### src/sv/wcts_pkg.sv
`timescale 1ns / 1ps
// ----------------------------------------------------------------------------
// wcts_pkg
// Shared constants, types and helpers for the wall column texture shader.
// ----------------------------------------------------------------------------
package wcts_pkg;

  // Texture geometry (powers of two)
  localparam int TEX_W        = 64;
  localparam int TEX_H        = 64;
  localparam int NUM_TEXTURES = 8;

  localparam int TX_W        = $clog2(TEX_W);
  localparam int TY_W        = $clog2(TEX_H);
  localparam int TEX_IDX_W   = (NUM_TEXTURES > 1) ? $clog2(NUM_TEXTURES) : 1;
  localparam int TEXEL_W     = TX_W + TY_W;
  localparam int TEX_SIZE    = TEX_W * TEX_H;
  localparam int STORE_DEPTH = NUM_TEXTURES * TEX_SIZE;
  localparam int STORE_AW    = $clog2(STORE_DEPTH);

  // Widened load fields for range checks
  localparam int LADDR_X_W = 17;
  localparam int LTEX_X_W  = 5;

  // Texel row arithmetic: signed numerator and division remainder
  localparam int NUM_W = 18;
  localparam int REM_W = 17;

  // Pipeline depth ahead of the result queue, and queue size
  localparam int PIPE_DEPTH = TY_W + 3;
  localparam int FIFO_DEPTH = 2 ** $clog2(PIPE_DEPTH + 2);
  localparam int FIFO_AW    = $clog2(FIFO_DEPTH);
  localparam int CNT_W      = $clog2(FIFO_DEPTH + 1);

  localparam logic [7:0]  HALF_MASK         = 8'h7F;
  localparam logic [10:0] SCREEN_HEIGHT_RST = 11'd480;
  localparam logic [3:0]  TEXTURE_COUNT_RST = 4'd8;

  localparam int CFG_IDX_W  = 2;
  localparam int CFG_DATA_W = 11;

  typedef enum logic [CFG_IDX_W-1:0] {
    CFG_SCREEN_HEIGHT = 2'd0,
    CFG_TEXTURE_COUNT = 2'd1
  } wcts_cfg_e;

  typedef enum logic {
    KIND_LOAD  = 1'b0,
    KIND_SHADE = 1'b1
  } wcts_kind_e;

  typedef struct packed {
    logic                 kind;
    logic                 load_ok;
    logic [STORE_AW-1:0]  load_addr;
    logic [23:0]          colour;
    logic [10:0]          column;
    logic [9:0]           row;
    logic                 side;
    logic [TEX_IDX_W-1:0] tex;
    logic [TX_W-1:0]      tx;
  } meta_t;

  typedef struct packed {
    logic             zero;
    logic             sat;
    logic [REM_W-1:0] rem;
    logic [TY_W-1:0]  quo;
  } div_t;

  typedef struct packed {
    logic        pixel_valid;
    logic [10:0] pixel_column;
    logic [9:0]  pixel_row;
    logic [7:0]  red;
    logic [7:0]  green;
    logic [7:0]  blue;
  } result_t;

  function automatic logic [7:0] shade_channel(input logic [7:0] c, input logic side);
    shade_channel = side ? c : ((c >> 1) & HALF_MASK);
  endfunction

endpackage

### src/sv/wcts_row_divider.sv
`timescale 1ns / 1ps
// ----------------------------------------------------------------------------
// wcts_row_divider
// Pipelined texel row mapping: classify, then one quotient bit per stage.
// ----------------------------------------------------------------------------
module wcts_row_divider (
  input  logic                                clk_i,
  input  logic                                rst_ni,
  input  logic                                valid_i,
  input  logic signed [wcts_pkg::NUM_W-1:0]   num_i,
  input  logic [15:0]                         lh_i,
  input  wcts_pkg::meta_t                     meta_i,
  output logic                                valid_o,
  output logic [wcts_pkg::TY_W-1:0]           ty_o,
  output wcts_pkg::meta_t                     meta_o
);
  import wcts_pkg::*;

  logic        valid_q [0:TY_W];
  div_t        div_q   [0:TY_W];
  logic [15:0] lh_q    [0:TY_W];
  meta_t       meta_q  [0:TY_W];

  // Stage 0: clamp cases. Below sat, numerator < 2*lh so quotient fits TY_W bits.
  div_t div0_d;
  always_comb begin
    div0_d.zero = num_i[NUM_W-1] || (num_i == '0);
    div0_d.sat  = num_i[REM_W-1:0] >= {lh_i, 1'b0};
    div0_d.rem  = num_i[REM_W-1:0];
    div0_d.quo  = '0;
  end

  always_ff @(posedge clk_i or negedge rst_ni) begin
    if (!rst_ni) begin
      valid_q[0] <= 1'b0;
    end else begin
      valid_q[0] <= valid_i;
    end
  end

  always_ff @(posedge clk_i) begin
    div_q[0]  <= div0_d;
    lh_q[0]   <= lh_i;
    meta_q[0] <= meta_i;
  end

  for (genvar i = 1; i <= TY_W; i++) begin : g_step
    logic [REM_W-1:0] rin;
    logic             take;
    div_t             div_d;

    always_comb begin
      if (i == 1) begin
        rin = div_q[i-1].rem;
      end else begin
        rin = {div_q[i-1].rem[REM_W-2:0], 1'b0};
      end
      take       = rin >= {1'b0, lh_q[i-1]};
      div_d      = div_q[i-1];
      div_d.rem  = take ? (rin - {1'b0, lh_q[i-1]}) : rin;
      div_d.quo  = {div_q[i-1].quo[TY_W-2:0], take};
    end

    always_ff @(posedge clk_i or negedge rst_ni) begin
      if (!rst_ni) begin
        valid_q[i] <= 1'b0;
      end else begin
        valid_q[i] <= valid_q[i-1];
      end
    end

    always_ff @(posedge clk_i) begin
      div_q[i]  <= div_d;
      lh_q[i]   <= lh_q[i-1];
      meta_q[i] <= meta_q[i-1];
    end
  end

  always_comb begin
    if (div_q[TY_W].zero) begin
      ty_o = '0;
    end else if (div_q[TY_W].sat) begin
      ty_o = '1;
    end else begin
      ty_o = div_q[TY_W].quo;
    end
  end

  assign valid_o = valid_q[TY_W];
  assign meta_o  = meta_q[TY_W];

endmodule

### config.mk
export PLATFORM = sky130hd
export DESIGN_NAME = wcts_row_divider
export DESIGN_NICKNAME = d
export VERILOG_FILES = /design/src/sv/wcts_pkg.sv /design/src/sv/wcts_row_divider.sv
export SDC_FILE = /design/constraint.sdc
export NUM_CORES = 1
export LEC_CHECK = 0
export BUFFER_PORTS_ARGS = -buffer_cell sky130_fd_sc_hd__buf_2
export CAP_MARGIN = 5
export CORE_MARGIN = 4
export CORE_UTILIZATION = 31
export CTS_CLUSTER_DIAMETER = 60
export DETAILED_ROUTE_END_ITERATION = 10
export GPL_TIMING_DRIVEN = 0
export PLACE_DENSITY = 0.49
export SLEW_MARGIN = 5
export SYNTH_ARGS = -nofsm -noshare
export SYNTH_HDL_FRONTEND = slang
export SYNTH_SLANG_ARGS = --single-unit
### constraint.sdc
create_clock -name clk_i -period 3.7 [get_ports clk_i]
set_clock_uncertainty 0.15 [all_clocks]
set_input_delay 1.11 -clock clk_i [delete_from_list [all_inputs] [get_ports clk_i]]
set_output_delay 1.11 -clock clk_i [all_outputs]
set_load 0.01 [all_outputs]
==> results.toml <==
[status]
status = "finished clean"

[logic_synthesis]
yosysUniqueCellTypes = 72
synth_seq_cells = 739
synth_edf_count = 0
ys_seq_area_share_pct = 69.8
synthFlopType = "dfxtp_1"
synth_warnings = 0
syn_inst = 1670
avgSynthCellArea_um2 = 12.7
syn_area_um2 = 21300
async_flop_share_pct = 0.947
synth_fp_nets = 1895

[critical_path]
crit_fanout = 10
cp_num_buf_inv = 3
worstRegToRegCells = 11
crit_arrival_ps = 3660
cp_slowest_cell = "a21oi_1"
required_ps = 4020
end_kind = "register"
crit_type = "reg -> reg"
r2r-start = "lh_q[4][1]"
critPathMaxStageDelay_ps = 500
r2r_slack_ps = 360
startpoint = "lh_q[4][1]"
crit_end = "div_q[5][15]"
crit_path_start_kind = "register"
r2r_end = "div_q[5][15]"
critical_path.cell_chain = "inv_1, ha_1, nor2b_1, o31a_1, o31ai_1, nand2_1, a21oi_1, or2_2, inv_2, buf_2, mux2_2"
crit_family = "compound AO/OA/AOI/OAI gates"
worst-path-stages = 11

[grt]
busiest_layer = "met2"
grt-ovfl-total = 0
grt_use_met1_pct = 12.8
grt_pass1_vias = 12100
antenna_found_initial = 5
grt_util_met3_pct = 3.57
grt_util_all_layers_pct = 10.5
grt_pass1_wl_mm = 62.2
grt_max_degree = 16
use_met2_pct = 17.0

[layout]
fin_area_um2 = 26100
syn2layout_area_growth_pct = 22.6
final_common_cell = "dfxtp_1"
fin_nets = 2164
most-common-layout-cells = "dfxtp_1 (732), buf_2 (188), inv_1 (137), ha_1 (111), clkbuf_16 (81)"
drive_gt1_share_pct = 18.8

[drt]
wirelength_mm = 39.5
route.antenna.remaining_nets = 0
drt-initial-drc-count = 625
num_vias = 12300
vias_per_cell = 4.26
drc = 0
drtPass1Iterations = 5
routedWlPerCell_um = 13.7

[min_path]
hold_class = "reg -> reg"

[cts]
cts.sinks = 739
cts_hold_buffers = 0
post_cts_buffers = 0
htreeDepth = 3
insertion_delay_ps = 610
clkTransAtPathRegs_ps = 60
clock_path_buffers = 3
cts_tree = "done"
cts_made_buffers = 80
post_cts_resize_count = 0
cts_root_buf = "clkbuf_16"

[die]
io_pins = 188
fp.dieH_um = 270
row_count = 95
start_util_pct = 31.5
design.core.area_um2 = 67500
die_x_um = 270
design.die.area_um2 = 72800

[pwr]
power.density_nw_per_um2 = 838
p_switching_uw = 5960
power_frac_clock_pct = 36.6
internal_power_uw = 15900
leakagePower_uw = 0.0117
switching_share_pct = 27.3
combPwrFrac_pct = 21.0
ir_drop_mv = 0.388
pwr-share-seq_pct = 42.4

[sta]
slew_headroom_pct = 29.1
fmaxAchievable_mhz = 299
fin_crit_ps = 3340
tns_ps = 0
grt_setup_unrepaired = "no"
worstMarginPinSlew_ps = 1060
final-setup-viol-count = 0
setup_ws_ps = 360
drv_slew = 0
period_share_pct = 90.3
hold_viol_final = 0

[placement]
hpwl_mm = 29.1
dp_slack_ps = 384
dpl_cell_area_um2 = 23300
place_congestion = 0.845
io_buffers = 187

[run]
drv_cap = 0
layer usage:
metal / part of all wire [%] / wire length (µm)
met2: 45 / 17900
met5: 0.14 / 55
met3: 6.2 / 2430
met1: 44 / 17500
met4: 4.2 / 1650
how the worst min path moves through the flow:
stage | startpoint | end | slack [ps] | cells past startpoint
5_1_grt | rst_ni | valid_q[6] | 140 | 1
6_report | meta_q[4][47] | meta_q[5][47] | 160 | 0
3_3_place_gp | div_q[5][3] | div_q[6][4] | 160 | 0
4_1_cts | rst_ni | valid_q[6] | 120 | 1
3_5_place_dp | div_q[3][1] | div_q[4][2] | 160 | 0
2_1_floorplan | div_q[0][23] | div_q[1][23] | 160 | 0
area by class of cell:
class / instances / area (µm²)
Clock inverter: 33 / 464
Tap cell: 873 / 1090
Buffer: 24 / 118
Fill cell: 6489 / 41500
Sequential cell: 739 / 14800
Clock buffer: 114 / 2300
Antenna cell: 1 / 2.50
Multi-Input combinational cell: 769 / 5790
Inverter: 138 / 518
Timing Repair Buffer: 187 / 936
flip-flops by register name, indices dropped and copies added (netlist names):
| register | count |
|---|---|
| meta_q | 504 |
| div_q | 132 |
| lh_q | 96 |
| valid_q | 6 |
| valid_o | 1 |
synthesized netlist by cell type, types with 6 or more instances:
library cell    n  area share, %
a211oi_1       15           0.53
a21boi_0        6           0.21
a21o_1         39            1.4
a21oi_1        58            1.4
a31oi_1        14           0.41
a41oi_1         7           0.29
and3_1         14           0.41
clkbuf_1       18           0.32
dfrtp_1         7           0.82
dfxtp_1       732             69
ha_1          111            6.5
inv_1         137            2.4
mux2_2         39            2.1
mux2_4          6           0.42
mux2i_1         6           0.28
nand2_1        51           0.90
nand2b_1       18           0.53
nand3_1        27           0.64
nand4_1        20           0.59
nor2_1         72            1.3
nor2b_1        14           0.41
nor3_1         18           0.42
nor4_1          8           0.24
o211ai_1        8           0.28
o21a_1         17           0.60
o21ai_0        62            1.5
o31ai_1        17           0.60
o41ai_1         7           0.29
xnor2_1        24           0.99
xor2_1         18           0.74
cells by family (layout without fill, tap and decap cells):
logic type	Yosys count	count (layout)	share of synthesized area [%]
compound gates	298	298	9.62
xor+xnor	42	42	1.73
other cells	0	1	0
mux	51	51	2.77
simple gates	262	262	6.13
buf+inv	162	496	2.99
flops	739	739	69.8
fa+ha+maj	116	116	7.00
metrics by stage:
| step | total power [µW] | cells | hold WS [ps] | util [%] |
|---|---|---|---|---|
| 3_3_place_gp | 13900 | 2730 | 159 | 34.5 |
| 5_1_grt | 23100 | 2877 | 135 | 38.6 |
| 3_5_place_dp | 14000 | 2730 | 162 | 34.5 |
| 4_1_cts | 22200 | 2877 | 124 | 38.6 |
| 2_1_floorplan | 12800 | 1670 | 160 | - |
| 6_report | 21800 | 2878 | 159 | 38.6 |
power by group through the flow:
stage | clock, µW | sequential (µW) | combinational (µW)
after CTS | 8320 | 9270 | 4600
final | 7990 | 9260 | 4580
after global placement | 0 | 9420 | 4500
after detailed placement | 0 | 9440 | 4560
after global routing | 8640 | 9350 | 5090
after floorplan | 0 | 9290 | 3550
Power figures use the tool's default switching activity.
