### src/sv/wcts_pkg.sv
`timescale 1ns / 1ps
// ----------------------------------------------------------------------------
// wcts_pkg
// Shared constants, types and helpers for the wall column texture shader.
// ----------------------------------------------------------------------------
package wcts_pkg;

  // Texture geometry (powers of two)
  localparam int TEX_W        = 64;
  localparam int TEX_H        = 64;
  localparam int NUM_TEXTURES = 8;

  localparam int TX_W        = $clog2(TEX_W);
  localparam int TY_W        = $clog2(TEX_H);
  localparam int TEX_IDX_W   = (NUM_TEXTURES > 1) ? $clog2(NUM_TEXTURES) : 1;
  localparam int TEXEL_W     = TX_W + TY_W;
  localparam int TEX_SIZE    = TEX_W * TEX_H;
  localparam int STORE_DEPTH = NUM_TEXTURES * TEX_SIZE;
  localparam int STORE_AW    = $clog2(STORE_DEPTH);

  // Widened load fields for range checks
  localparam int LADDR_X_W = 17;
  localparam int LTEX_X_W  = 5;

  // Texel row arithmetic: signed numerator and division remainder
  localparam int NUM_W = 18;
  localparam int REM_W = 17;

  // Pipeline depth ahead of the result queue, and queue size
  localparam int PIPE_DEPTH = TY_W + 3;
  localparam int FIFO_DEPTH = 2 ** $clog2(PIPE_DEPTH + 2);
  localparam int FIFO_AW    = $clog2(FIFO_DEPTH);
  localparam int CNT_W      = $clog2(FIFO_DEPTH + 1);

  localparam logic [7:0]  HALF_MASK         = 8'h7F;
  localparam logic [10:0] SCREEN_HEIGHT_RST = 11'd480;
  localparam logic [3:0]  TEXTURE_COUNT_RST = 4'd8;

  localparam int CFG_IDX_W  = 2;
  localparam int CFG_DATA_W = 11;

  typedef enum logic [CFG_IDX_W-1:0] {
    CFG_SCREEN_HEIGHT = 2'd0,
    CFG_TEXTURE_COUNT = 2'd1
  } wcts_cfg_e;

  typedef enum logic {
    KIND_LOAD  = 1'b0,
    KIND_SHADE = 1'b1
  } wcts_kind_e;

  typedef struct packed {
    logic                 kind;
    logic                 load_ok;
    logic [STORE_AW-1:0]  load_addr;
    logic [23:0]          colour;
    logic [10:0]          column;
    logic [9:0]           row;
    logic                 side;
    logic [TEX_IDX_W-1:0] tex;
    logic [TX_W-1:0]      tx;
  } meta_t;

  typedef struct packed {
    logic             zero;
    logic             sat;
    logic [REM_W-1:0] rem;
    logic [TY_W-1:0]  quo;
  } div_t;

  typedef struct packed {
    logic        pixel_valid;
    logic [10:0] pixel_column;
    logic [9:0]  pixel_row;
    logic [7:0]  red;
    logic [7:0]  green;
    logic [7:0]  blue;
  } result_t;

  function automatic logic [7:0] shade_channel(input logic [7:0] c, input logic side);
    shade_channel = side ? c : ((c >> 1) & HALF_MASK);
  endfunction

endpackage

### src/sv/wcts_result_fifo.sv
`timescale 1ns / 1ps
// ----------------------------------------------------------------------------
// wcts_result_fifo
// Result queue; sized to hold every item in flight so the pipe never stalls.
// ----------------------------------------------------------------------------
module wcts_result_fifo (
  input  logic              clk_i,
  input  logic              rst_ni,
  input  logic              push_i,
  input  wcts_pkg::result_t data_i,
  input  logic              pop_i,
  output logic              valid_o,
  output wcts_pkg::result_t data_o
);
  import wcts_pkg::*;

  result_t            fifo_q [0:FIFO_DEPTH-1];
  logic [FIFO_AW:0]   wr_ptr_q, wr_ptr_d;
  logic [FIFO_AW:0]   rd_ptr_q, rd_ptr_d;

  always_comb begin
    wr_ptr_d = push_i ? wr_ptr_q + 1'b1 : wr_ptr_q;
    rd_ptr_d = (pop_i && valid_o) ? rd_ptr_q + 1'b1 : rd_ptr_q;
  end

  always_ff @(posedge clk_i or negedge rst_ni) begin
    if (!rst_ni) begin
      wr_ptr_q <= '0;
      rd_ptr_q <= '0;
    end else begin
      wr_ptr_q <= wr_ptr_d;
      rd_ptr_q <= rd_ptr_d;
    end
  end

  always_ff @(posedge clk_i) begin
    if (push_i) begin
      fifo_q[wr_ptr_q[FIFO_AW-1:0]] <= data_i;
    end
  end

  assign valid_o = wr_ptr_q != rd_ptr_q;
  assign data_o  = fifo_q[rd_ptr_q[FIFO_AW-1:0]];

endmodule

### config.mk
export PLATFORM = sky130hd
export DESIGN_NAME = wcts_result_fifo
export DESIGN_NICKNAME = d
export VERILOG_FILES = /design/src/sv/wcts_pkg.sv /design/src/sv/wcts_result_fifo.sv
export SDC_FILE = /design/constraint.sdc
export NUM_CORES = 1
export LEC_CHECK = 0
export BUFFER_PORTS_ARGS = -buffer_cell sky130_fd_sc_hd__buf_2
export CORE_ASPECT_RATIO = 1.5
export CORE_MARGIN = 2
export CORE_UTILIZATION = 50
export CTS_BUF_LIST = sky130_fd_sc_hd__clkbuf_2 sky130_fd_sc_hd__clkbuf_4 sky130_fd_sc_hd__clkbuf_8
export CTS_CLUSTER_DIAMETER = 120
export CTS_CLUSTER_SIZE = 30
export DETAILED_ROUTE_END_ITERATION = 8
export HOLD_SLACK_MARGIN = 0.06
export PLACE_DENSITY = 0.71
export SLEW_MARGIN = 20
export SYNTH_ARGS = -nofsm -noshare
export SYNTH_HDL_FRONTEND = slang
export SYNTH_SLANG_ARGS = --single-unit
### constraint.sdc
create_clock -name clk_i -period 6 [get_ports clk_i]
set_input_delay 1.2 -clock clk_i [delete_from_list [all_inputs] [get_ports clk_i]]
set_output_delay 1.2 -clock clk_i [all_outputs]
set_load 0.05 [all_outputs]
==> flow_summary_export.csv, run 1 <==
group,metric,value,unit
status,status,"completed",
logic_synthesis,synth_top_flop_cell,"edfxtp_1",
power_and_ir_drop,power.internal,8.85,mW
layout,nets,1442,
layout,post-route-util,0.544,
timing,whs,337,ps
power_and_ir_drop,cellPowerDensity,462,nW/um^2
logic_synthesis,synthAdderAreaFrac,0.00218,
timing,hold_viol_final,0,
clocking,cts.sinks,746,
global_routing,grt_max_degree,66,
critical_path,worstSetupEndpoint,"data_o[30]",
critical_path,path_max_fanout,32,
logic_synthesis,synth-compound-area-share,0.0356,
logic_synthesis,synth_warnings,0,
global_routing,grt_usage,0.210,
layout,synthToLayoutAreaGrowth,7.85,%
drt,drtIter0Drc,1301,
critical_path,end_kind,"output pin",
place,gp_congestion,0.737,
flow_run,maxCapViolCount,0,
logic_synthesis,synth_edf_count,736,
place,portBuffers,96,
floorplan,die_area,59200,um^2
logic_synthesis,syn_nets,1351,
floorplan,core-area,56800,um^2
clocking,clk_pin_slew,170,ps
drt,vias_per_cell,6.07,
drt,vias,13200,
logic_synthesis,ys_types,32,
drt,wl_per_cell,28.3,um
clocking,clock_latency,690,ps
logic_synthesis,synth_most_common_cell,"edfxtp_1",
logic_synthesis,yosys.area_share.simple,0.00559,
layout,drive_above_1_share,0.251,
timing,worstMarginPinSlew,1110,ps
global_routing,grt_pass1_wl,90.7,mm
floorplan,die_y,297,um
timing,tns,0,ps
drt,firstDrtPassIters,5,
logic_synthesis,synthMuxAreaShare,0.157,
place,hpwl,35.1,mm
critical_path,critical_path_arrival,4160,ps
logic_synthesis,synthTopCellsByArea,"edfxtp_1, mux4_2, mux2i_1",
power_and_ir_drop,share_comb_of_total_power,0.397,
critical_path,r2r_end,"rd_ptr_q[4]",
critical_path,required,4800,ps
power_and_ir_drop,power_frac_seq,0.462,
clocking,ctsHoldBuffers,0,
floorplan,die_w,199,um
floorplan,row_count,107,
critical_path,reg2reg_from,"rd_ptr_q[3]",
critical_path,cp_slowest_stage_delay,1140,ps
logic_synthesis,netlist_top_cells_count,"edfxtp_1, mux2i_1, mux4_2",
timing,fin_skew,23.4,ps
timing,period_needed,5360,ps
power_and_ir_drop,clockPowerShare,0.141,
power_and_ir_drop,leakagePower,9.86,nW
floorplan,io-pin-count,97,
clocking,cts_tree,"built",
timing,fin_crit_sh,0.894,
logic_synthesis,ys_ff_latch,746,
floorplan,start_util,0.505,
critical_path,crit_chain,"clkinv_2 -> buf_4 -> mux2i_1 -> o21ai_1 -> buf_2",
timing,max_freq,0.186,GHz
critical_path,r2r_cells,4,
critical_path,critPathLaunch,"rd_ptr_q[3]",
worst_hold_path,hold_path_class,"primary input to asynchronous set/reset pin",
power_and_ir_drop,power.share.switching,0.379,
critical_path,crit_type,"flip-flop to output pin",
timing,rsz0062_at_grt,"no",
logic_synthesis,synth_cells,1296,
clocking,cts_buffers,28,
timing,slew_viol_final,0,
timing,finalSetupViolations,0,
logic_synthesis,yosysTopAreaCell,"edfxtp_1",
power_and_ir_drop,p_switching,5.41,mW
clocking,cts_root_buffer,"clkbuf_8",
clocking,post-cts-setup-buffers,0,
global_routing,overflow,0,
critical_path,reg2reg_setup_slack,2530,ps
logic_synthesis,async_flop_share,0.0134,
clocking,htree_levels,1,
drt,wl,61.6,mm
logic_synthesis,synth_area_per_cell,22.1,um^2
drt,drcViolationCount,0,
layout,nFillCells,4289,
critical_path,slowest_stage,"clkinv_2",
logic_synthesis,synth_xor_xnor_area_share,0.00367,
clocking,cts_resized,0,
power_and_ir_drop,worst_ir_drop_vdd,328,uV
logic_synthesis,netlist_area,28600,um^2
timing,relSlewSlack,0.256,
global_routing,antenna_found_initial,7,
logic_synthesis,synth_top_area_share,0.772,
clocking,ctsLongestPathBuffers,3,
logic_synthesis,synth_top_family_by_area,"multiplexers",
logic_synthesis,seq_area_frac_synth,0.780,
global_routing,grt_pass1_vias,13800,
critical_path,start_kind,"flip-flop",
drt,ant_nets,0,
==> routing by layer <==
| layer | GRT usage | routed length (um) | vias to the layer above |
|---|---|---|---|
| met2 | 0.378 | 33300 | 406 |
| met1 | 0.274 | 23900 | 7108 |
| met4 | 0.0467 | 944 | 10 |
| met3 | 0.0251 | 3410 | 61 |
| li1 | - | - | 5626 |
| met5 | 0 | 57 | - |
==> critical path: cells and delay by family, from the launching register on <==
family / cells / cell delay [ps]
AOI/OAI and AO/OA: 1 / 150
buffers and inverters: 3 / 2050
DFF: 1 / 1050
muxes: 1 / 170
==> flip-flops by register name, summed over array words and instances (netlist names) <==
| signal | count |
|---|---|
| wr_ptr_q | 5 |
| fifo_q | 736 |
| rd_ptr_q | 5 |
==> kinds of logic after synthesis <==
logic type	Yosys count
flops	746
mux	278
compound gates	143
buf+inv	79
simple gates	33
xor+xnor	12
fa+ha+maj	5
==> power groups by stage <==
stage,logic [mW],clock network [mW],registers [mW]
after global routing,5.98,2.19,6.64
after detailed placement,5.72,0,6.71
final,5.66,2.02,6.59
after CTS,5.74,2.05,6.59
after global placement,5.67,0,6.68
after floorplan,4.30,0,6.50
==> layout make-up <==
| type | instances | area [um^2] | area share |
|---|---|---|---|
| Sequential cell | 746 | 22400 | 0.724 |
| Timing Repair Buffer | 136 | 963 | 0.0312 |
| Inverter | 4 | 16.3 | 0.000527 |
| Clock buffer | 51 | 564 | 0.0183 |
| Tap cell | 763 | 955 | 0.0309 |
| Antenna cell | 3 | 7.51 | 0.000243 |
| Clock inverter | 1 | 30.0 | 0.000972 |
| Multi-Input combinational cell | 471 | 5990 | 0.194 |
==> cell usage in the layout, fill, tap and decap left out, types with 2 or more instances in the layout <==
| cell | instances |
|---|---|
| o21ai_1 | 47 |
| buf_2 | 96 |
| dfrtp_4 | 2 |
| mux2i_1 | 139 |
| nor2_4 | 13 |
| a32oi_1 | 46 |
| diode_2 | 3 |
| edfxtp_1 | 736 |
| a22oi_1 | 46 |
| nand2_1 | 9 |
| dfrtp_1 | 7 |
| xnor2_1 | 4 |
| inv_1 | 2 |
| ha_1 | 5 |
| buf_12 | 5 |
| mux4_2 | 138 |
| xor2_1 | 8 |
| buf_16 | 6 |
| nor3_2 | 3 |
| clkbuf_4 | 22 |
| nand2b_1 | 2 |
| buf_4 | 29 |
| clkbuf_8 | 29 |
==> how the worst min path moves through the flow <==
stage	depth (start not counted)	start	endpoint	slack, ps
3_5_place_dp	1	rd_ptr_q[4]	rd_ptr_q[4]	480
2_1_floorplan	1	wr_ptr_q[4]	wr_ptr_q[4]	460
5_1_grt	1	rst_ni	wr_ptr_q[3]	320
3_3_place_gp	1	rd_ptr_q[4]	rd_ptr_q[4]	480
6_report	1	rst_ni	rd_ptr_q[1]	340
4_1_cts	1	rst_ni	wr_ptr_q[3]	310
==> per-stage QoR <==
step / area, um^2 / power (mW) / worst slack, ps / std cells
CTS: 30800 / 14.4 / 609 / 2169
floorplan: 28600 / 10.8 / 738 / 1296
finish: 30900 / 14.3 / 638 / 2175
global placement: 30100 / 12.3 / 1420 / 2114
global route: 30900 / 14.8 / 560 / 2174
detailed placement: 30200 / 12.4 / 1400 / 2117
(Power assumes the default switching activity.)
==> run 2, diff against run 1 <==
--- a/config.mk
+++ b/config.mk
@@ -5,7 +5,9 @@
 export SDC_FILE = /design/constraint.sdc
 export NUM_CORES = 1
 export LEC_CHECK = 0
+export ABC_AREA = 1
 export BUFFER_PORTS_ARGS = -buffer_cell sky130_fd_sc_hd__buf_2
+export CAP_MARGIN = 0
 export CORE_ASPECT_RATIO = 1.5
 export CORE_MARGIN = 2
 export CORE_UTILIZATION = 50
@@ -14,7 +16,7 @@
 export CTS_CLUSTER_SIZE = 30
 export DETAILED_ROUTE_END_ITERATION = 8
 export HOLD_SLACK_MARGIN = 0.06
-export PLACE_DENSITY = 0.71
+export PLACE_DENSITY = 0.74
 export SLEW_MARGIN = 20
 export SYNTH_ARGS = -nofsm -noshare
 export SYNTH_HDL_FRONTEND = slang
==> constraint.sdc (replaced) <==
create_clock -name clk_i -period 4.45 [get_ports clk_i]
set_input_delay 0.89 -clock clk_i [delete_from_list [all_inputs] [get_ports clk_i]]
set_output_delay 0.89 -clock clk_i [all_outputs]
set_load 0.05 [all_outputs]
==> flow_summary_export.csv, run 2 <==
group,metric,value,unit
clocking,cts.sinks,746,
status,status,"completed",
timing,fin_crit_sh,0.943,
global_routing,overflow,0,
layout,layoutNonFillerInstCount,3421,
floorplan,die_y,305,um
clocking,cts_root_buffer,"clkbuf_8",
logic_synthesis,ys_types,19,
floorplan,io-pin-count,97,
clocking,cts_buffers,28,
drt,vias,19000,
power_and_ir_drop,p_switching,8.69,mW
power_and_ir_drop,power.internal,11.5,mW
power_and_ir_drop,total_power,20.2,mW
timing,max_freq,0.238,GHz
clocking,clock_latency,680,ps
logic_synthesis,async_flop_share,0.0134,
power_and_ir_drop,clockPowerShare,0.135,
layout,final_common_cell,"edfxtp_1",
floorplan,row_count,110,
drt,vias_per_cell,5.54,
critical_path,end_kind,"output pin",
clocking,ctsLongestPathBuffers,3,
logic_synthesis,synth_warnings,0,
drt,drcViolationCount,0,
timing,finalSetupViolations,0,
drt,wl_per_cell,20.1,um
power_and_ir_drop,worst_ir_drop_vdd,515,uV
layout,largest_reg_flops,736,
global_routing,antenna_found_initial,6,
drt,wl,68.9,mm
worst_hold_path,hold_path_class,"primary input to flip-flop",
drt,firstDrtPassIters,5,
logic_synthesis,yosysTopAreaCell,"edfxtp_1",
logic_synthesis,syn_nets,2644,
clocking,htree_levels,1,
timing,rsz0062_at_grt,"no",
layout,nets,2666,
timing,relSlewSlack,0.288,
critical_path,required,3560,ps
critical_path,path_max_fanout,177,
logic_synthesis,synth_top_flop_cell,"edfxtp_1",
place,hpwl,38.2,mm
floorplan,die_area,62500,um^2
timing,hold_viol_final,0,
floorplan,die_w,205,um
clocking,clk_pin_slew,170,ps
logic_synthesis,netlist_area,30200,um^2
critical_path,critical_path_arrival,3310,ps
critical_path,crit_type,"flip-flop to output pin",
timing,tns,0,ps
drt,ant_nets,0,
logic_synthesis,seq_area_frac_synth,0.740,
critical_path,start_kind,"flip-flop",
layout,mostFrequentLayoutCells,"edfxtp_1, nand2_1, nor2_1, o21ai_0, nand3_1",
power_and_ir_drop,power_frac_seq,0.426,
power_and_ir_drop,share_comb_of_total_power,0.438,
layout,drive_above_1_share,0.0824,
power_and_ir_drop,cellPowerDensity,627,nW/um^2
flow_run,maxCapViolCount,0,
logic_synthesis,netlist_top_cells_count,"edfxtp_1, nand2_1, nor2_1",
clocking,post-cts-setup-buffers,0,
timing,fin_skew,27.6,ps
place,gp_congestion,0.772,
floorplan,start_util,0.505,
place,place_inst,3363,
logic_synthesis,synth_edf_count,736,
floorplan,core-area,59900,um^2
logic_synthesis,synth_area_per_cell,11.7,um^2
global_routing,grt_max_degree,261,
power_and_ir_drop,power.share.switching,0.430,
global_routing,grt_pass1_vias,19100,
global_routing,grt_usage,0.220,
logic_synthesis,synthTopCellsByArea,"edfxtp_1, nand2_1, nor2_1",
logic_synthesis,synth_cells,2589,
logic_synthesis,ys_ff_latch,746,
clocking,cts_tree,"built",
logic_synthesis,synth_most_common_cell,"edfxtp_1",
layout,synthToLayoutAreaGrowth,6.57,%
drt,drtIter0Drc,1731,
timing,period_needed,4200,ps
global_routing,grt_pass1_wl,106,mm
timing,worstMarginPinSlew,1070,ps
logic_synthesis,synth_top_area_share,0.731,
place,portBuffers,96,
power_and_ir_drop,leakagePower,11.4,nW
timing,slew_viol_final,0,
## run 2: kinds of logic (layout without fill, tap and decap cells)
| group | Yosys count | count (layout) | synth area share |
|---|---|---|---|
| AO/OA/AOI/OAI | 323 | 323 | 0.0535 |
| XOR/XNOR | 8 | 8 | 0.00232 |
| adder cells (fa/ha/maj) | 5 | 5 | 0.00207 |
| buffers and inverters | 204 | 248 | 0.0345 |
| flip-flops | 746 | 746 | 0.740 |
| other | 0 | 4 | 0 |
| AND/OR/NAND/NOR | 1303 | 1303 | 0.168 |
## run 2: final cells by class
class / count / area, um^2
Antenna cell: 4 / 10.0
Clock buffer: 51 / 564
Clock inverter: 1 / 30.0
Fill cell: 4821 / 27700
Inverter: 56 / 220
Multi-Input combinational cell: 1639 / 6960
Sequential cell: 746 / 22400
Tap cell: 784 / 981
Timing Repair Buffer: 140 / 1090
## run 2: path summary, 6_finish.rpt
| kind | endpoint | cells past startpoint | slack, ps | startpoint |
|---|---|---|---|---|
| max in group asynchronous | rd_ptr_q[1] | 2 | 3540 | rst_ni |
| max reg2reg | fifo_q[8][0] | 5 | 1910 | wr_ptr_q[0] |
| min reg2reg | wr_ptr_q[4] | 1 | 510 | wr_ptr_q[4] |
| min in group asynchronous | wr_ptr_q[1] | 2 | 680 | rst_ni |
| min | wr_ptr_q[0] | 2 | 470 | push_i |
| max | data_o[28] | 9 | 250 | rd_ptr_q[0] |
## run 2: worst max-delay path, cell delays in order (launching register included)
cell and delay, ps:
dfrtp_4 520, buf_12 340, buf_16 560, nor2_1 140, nor2_1 120, o21ai_0 110
nand3_1 110, nand3_1 100, nand2_1 230, buf_2 310
## run 2: repair_timing
item,in CTS,in global routing
gates resized for setup,0,0
hold buffers,1,0
endpoints found under the hold margin,10,0
## run 2: power by group through the flow
stage / combinational, mW / clock, mW / sequential [mW]
3_3_place_gp: 8.66 / 0 / 8.75
5_1_grt: 9.71 / 2.98 / 8.67
3_5_place_dp: 8.85 / 0 / 8.78
4_1_cts: 8.88 / 2.78 / 8.62
6_report: 8.85 / 2.74 / 8.62
2_1_floorplan: 6.48 / 0 / 8.75
## run 2: metrics by stage
step	setup slack [ps]	utilization	instance area, um^2	hold slack, ps
2_1_floorplan	703	-	30200	462
3_3_place_gp	1100	0.527	31600	479
3_5_place_dp	1120	0.527	31600	484
4_1_cts	320	0.537	32200	417
5_1_grt	52.6	0.538	32200	440
6_report	253	0.538	32200	473
## run 2: routing by layer
metal  wire length [um]  track usage  vias up  share of wire
li1                   -            -     8848              -
met1              25800        0.263     9275           0.38
met2              35900        0.391      681           0.52
met3               4140       0.0274      157          0.060
met4               3020        0.104        4          0.044
met5                 23            0        -        0.00033
==> run 3, diff against run 2 <==
--- a/config.mk
+++ b/config.mk
@@ -5,7 +5,6 @@
 export SDC_FILE = /design/constraint.sdc
 export NUM_CORES = 1
 export LEC_CHECK = 0
-export ABC_AREA = 1
 export BUFFER_PORTS_ARGS = -buffer_cell sky130_fd_sc_hd__buf_2
 export CAP_MARGIN = 0
 export CORE_ASPECT_RATIO = 1.5
@@ -15,8 +14,9 @@
 export CTS_CLUSTER_DIAMETER = 120
 export CTS_CLUSTER_SIZE = 30
 export DETAILED_ROUTE_END_ITERATION = 8
+export GPL_ROUTABILITY_DRIVEN = 0
 export HOLD_SLACK_MARGIN = 0.06
-export PLACE_DENSITY = 0.74
+export PLACE_DENSITY = 0.76
 export SLEW_MARGIN = 20
 export SYNTH_ARGS = -nofsm -noshare
 export SYNTH_HDL_FRONTEND = slang
==> flow_summary_export.csv, run 3 (same netlist as run 1, synthesis figures left out) <==
group,metric,value,unit
layout,largest_reg_flops,736,
critical_path,r2r_cells,3,
timing,rsz0062_at_grt,"no",
layout,nets,1450,
timing,fin_skew,28.1,ps
timing,fin_crit_sh,0.954,
critical_path,cp_slowest_stage_delay,1100,ps
critical_path,end_kind,"output pin",
power_and_ir_drop,leakagePower,9.89,nW
power_and_ir_drop,cellPowerDensity,622,nW/um^2
clocking,cts_root_buffer,"clkbuf_8",
drt,wl,61.4,mm
clocking,cts_resized,0,
layout,post-route-util,0.545,
floorplan,io-pin-count,97,
global_routing,grt_pass1_wl,90.2,mm
status,status,"completed",
worst_hold_path,hold_path_class,"primary input to flip-flop",
critical_path,r2r_end,"fifo_q[9][29]",
critical_path,crit_type,"flip-flop to output pin",
floorplan,die_y,297,um
timing,finalSetupViolations,0,
power_and_ir_drop,clockPowerShare,0.140,
drt,vias,13300,
critical_path,reg2reg_from,"wr_ptr_q[3]",
drt,vias_per_cell,6.11,
clocking,clk_pin_slew,160,ps
critical_path,reg2reg_setup_slack,1610,ps
power_and_ir_drop,share_comb_of_total_power,0.403,
clocking,cts_buffers,28,
power_and_ir_drop,power_frac_seq,0.457,
timing,tns,0,ps
power_and_ir_drop,worst_ir_drop_vdd,502,uV
power_and_ir_drop,p_switching,7.28,mW
clocking,ctsLongestPathBuffers,3,
drt,wl_per_cell,28.1,um
critical_path,critical_path_arrival,3350,ps
place,portBuffers,96,
layout,synthToLayoutAreaGrowth,8.06,%
worst_hold_path,min-delay-start,"push_i",
worst_hold_path,min_to,"wr_ptr_q[0]",
global_routing,grt_usage,0.210,
layout,mostFrequentLayoutCells,"edfxtp_1, mux2i_1, mux4_2, buf_2, o21ai_1",
critical_path,required,3560,ps
layout,nFillCells,4205,
clocking,htree_levels,1,
power_and_ir_drop,power.internal,12.0,mW
timing,whs,459,ps
layout,drive_above_1_share,0.254,
critical_path,slowest_stage,"dfrtp_4",
layout,layoutNonFillerInstCount,2183,
place,place_inst,2127,
drt,ant_nets,0,
floorplan,die_w,199,um
global_routing,overflow,0,
floorplan,start_util,0.505,
drt,drtIter0Drc,1488,
place,hpwl,33.5,mm
critical_path,cp_common_cell,"mux2i_1",
timing,slew_viol_final,0,
global_routing,antenna_found_initial,9,
power_and_ir_drop,power.share.switching,0.378,
global_routing,grt_use_met3,0.0281,
worst_hold_path,min_path_cells,2,
critical_path,crit_chain,"buf_4 -> mux2i_1 -> a22oi_1 -> mux2i_1 -> o21ai_1 -> buf_2",
clocking,clock_latency,690,ps
critical_path,path_max_fanout,56,
drt,drcViolationCount,0,
timing,max_freq,0.236,GHz
global_routing,grt_pass1_vias,13700,
layout,final_common_cell,"edfxtp_1",
floorplan,row_count,107,
timing,worstMarginPinSlew,970,ps
clocking,cts_tree,"built",
timing,period_needed,4240,ps
global_routing,grt_max_degree,57,
global_routing,grtUsageMet1,0.271,
timing,relSlewSlack,0.352,
timing,hold_viol_final,0,
floorplan,core-area,56800,um^2
critical_path,start_kind,"flip-flop",
floorplan,die_area,59200,um^2
global_routing,busiest_layer,"met2",
global_routing,use_met2,0.370,
flow_run,maxCapViolCount,0,
clocking,cts.sinks,746,
drt,firstDrtPassIters,5,
-- run 3: cell types whose count changed in the layout (fill, tap and decap cells not counted), moves of 7 or more --
cell	before	now
nand2_1	630	9
o21ai_0	259	1
mux4_2	0	138
nand3_1	144	1
o21ai_1	64	47
inv_1	51	2
nor2_1	510	0
buf_12	20	13
buf_4	21	34
mux2i_1	0	139
a22oi_1	0	46
a32oi_1	0	46
-- run 3: metal layers --
| metal | vias to the layer above | routed length, um |
|---|---|---|
| li1 | 5636 | - |
| met1 | 7052 | 23100 |
| met2 | 536 | 32400 |
| met3 | 111 | 4200 |
| met4 | 12 | 1610 |
| met5 | - | 75 |
-- run 3: worst max-delay path: cells and delay by family, from the launching register on --
kind / cells / cell delay [ps]
compound gates: 2 / 500
flops: 1 / 1100
buf+inv: 2 / 790
mux: 2 / 250
-- run 3: timing repair --
item	4_1_cts	5_1_grt
hold buffers	1	0
endpoints found under the hold margin	10	0
setup buffers	0	0
-- run 3: worst max path at each step --
stage	from	end	cells after the start
after floorplan	push_i	fifo_q[15][0]	3
after global placement	rd_ptr_q[1]	data_o[5]	6
after detailed placement	rd_ptr_q[1]	data_o[19]	6
after CTS	rd_ptr_q[1]	data_o[19]	6
after global routing	rd_ptr_q[1]	data_o[19]	6
final	rd_ptr_q[1]	data_o[5]	6
-- run 3: cell type report --
type	count	area, um^2	share of cell area
Multi-Input combinational cell	471	6010	0.194
Clock buffer	51	564	0.0182
Clock inverter	1	30.0	0.000970
Antenna cell	3	7.51	0.000243
Inverter	4	16.3	0.000526
Timing Repair Buffer	144	1010	0.0325
Tap cell	763	955	0.0308
Sequential cell	746	22400	0.722
-- run 3: power by group through the flow --
| stage | combinational, mW | clock [mW] | sequential [mW] |
|---|---|---|---|
| final | 7.76 | 2.70 | 8.80 |
| after global routing | 8.20 | 2.94 | 8.86 |
| after CTS | 7.87 | 2.74 | 8.80 |
| after detailed placement | 7.86 | 0 | 8.96 |
| after global placement | 7.79 | 0 | 8.91 |
| after floorplan | 5.80 | 0 | 8.75 |
-- run 3: stage by stage --
stage                     total power [mW]  worst slack, ps  instance area [um^2]
after global placement                16.7              982                 30300
final                                 19.3              206                 30900
after detailed placement              16.8              924                 30300
after floorplan                       14.6              687                 28700
after global routing                  20.0             68.3                 30900
after CTS                             19.4              168                 30900
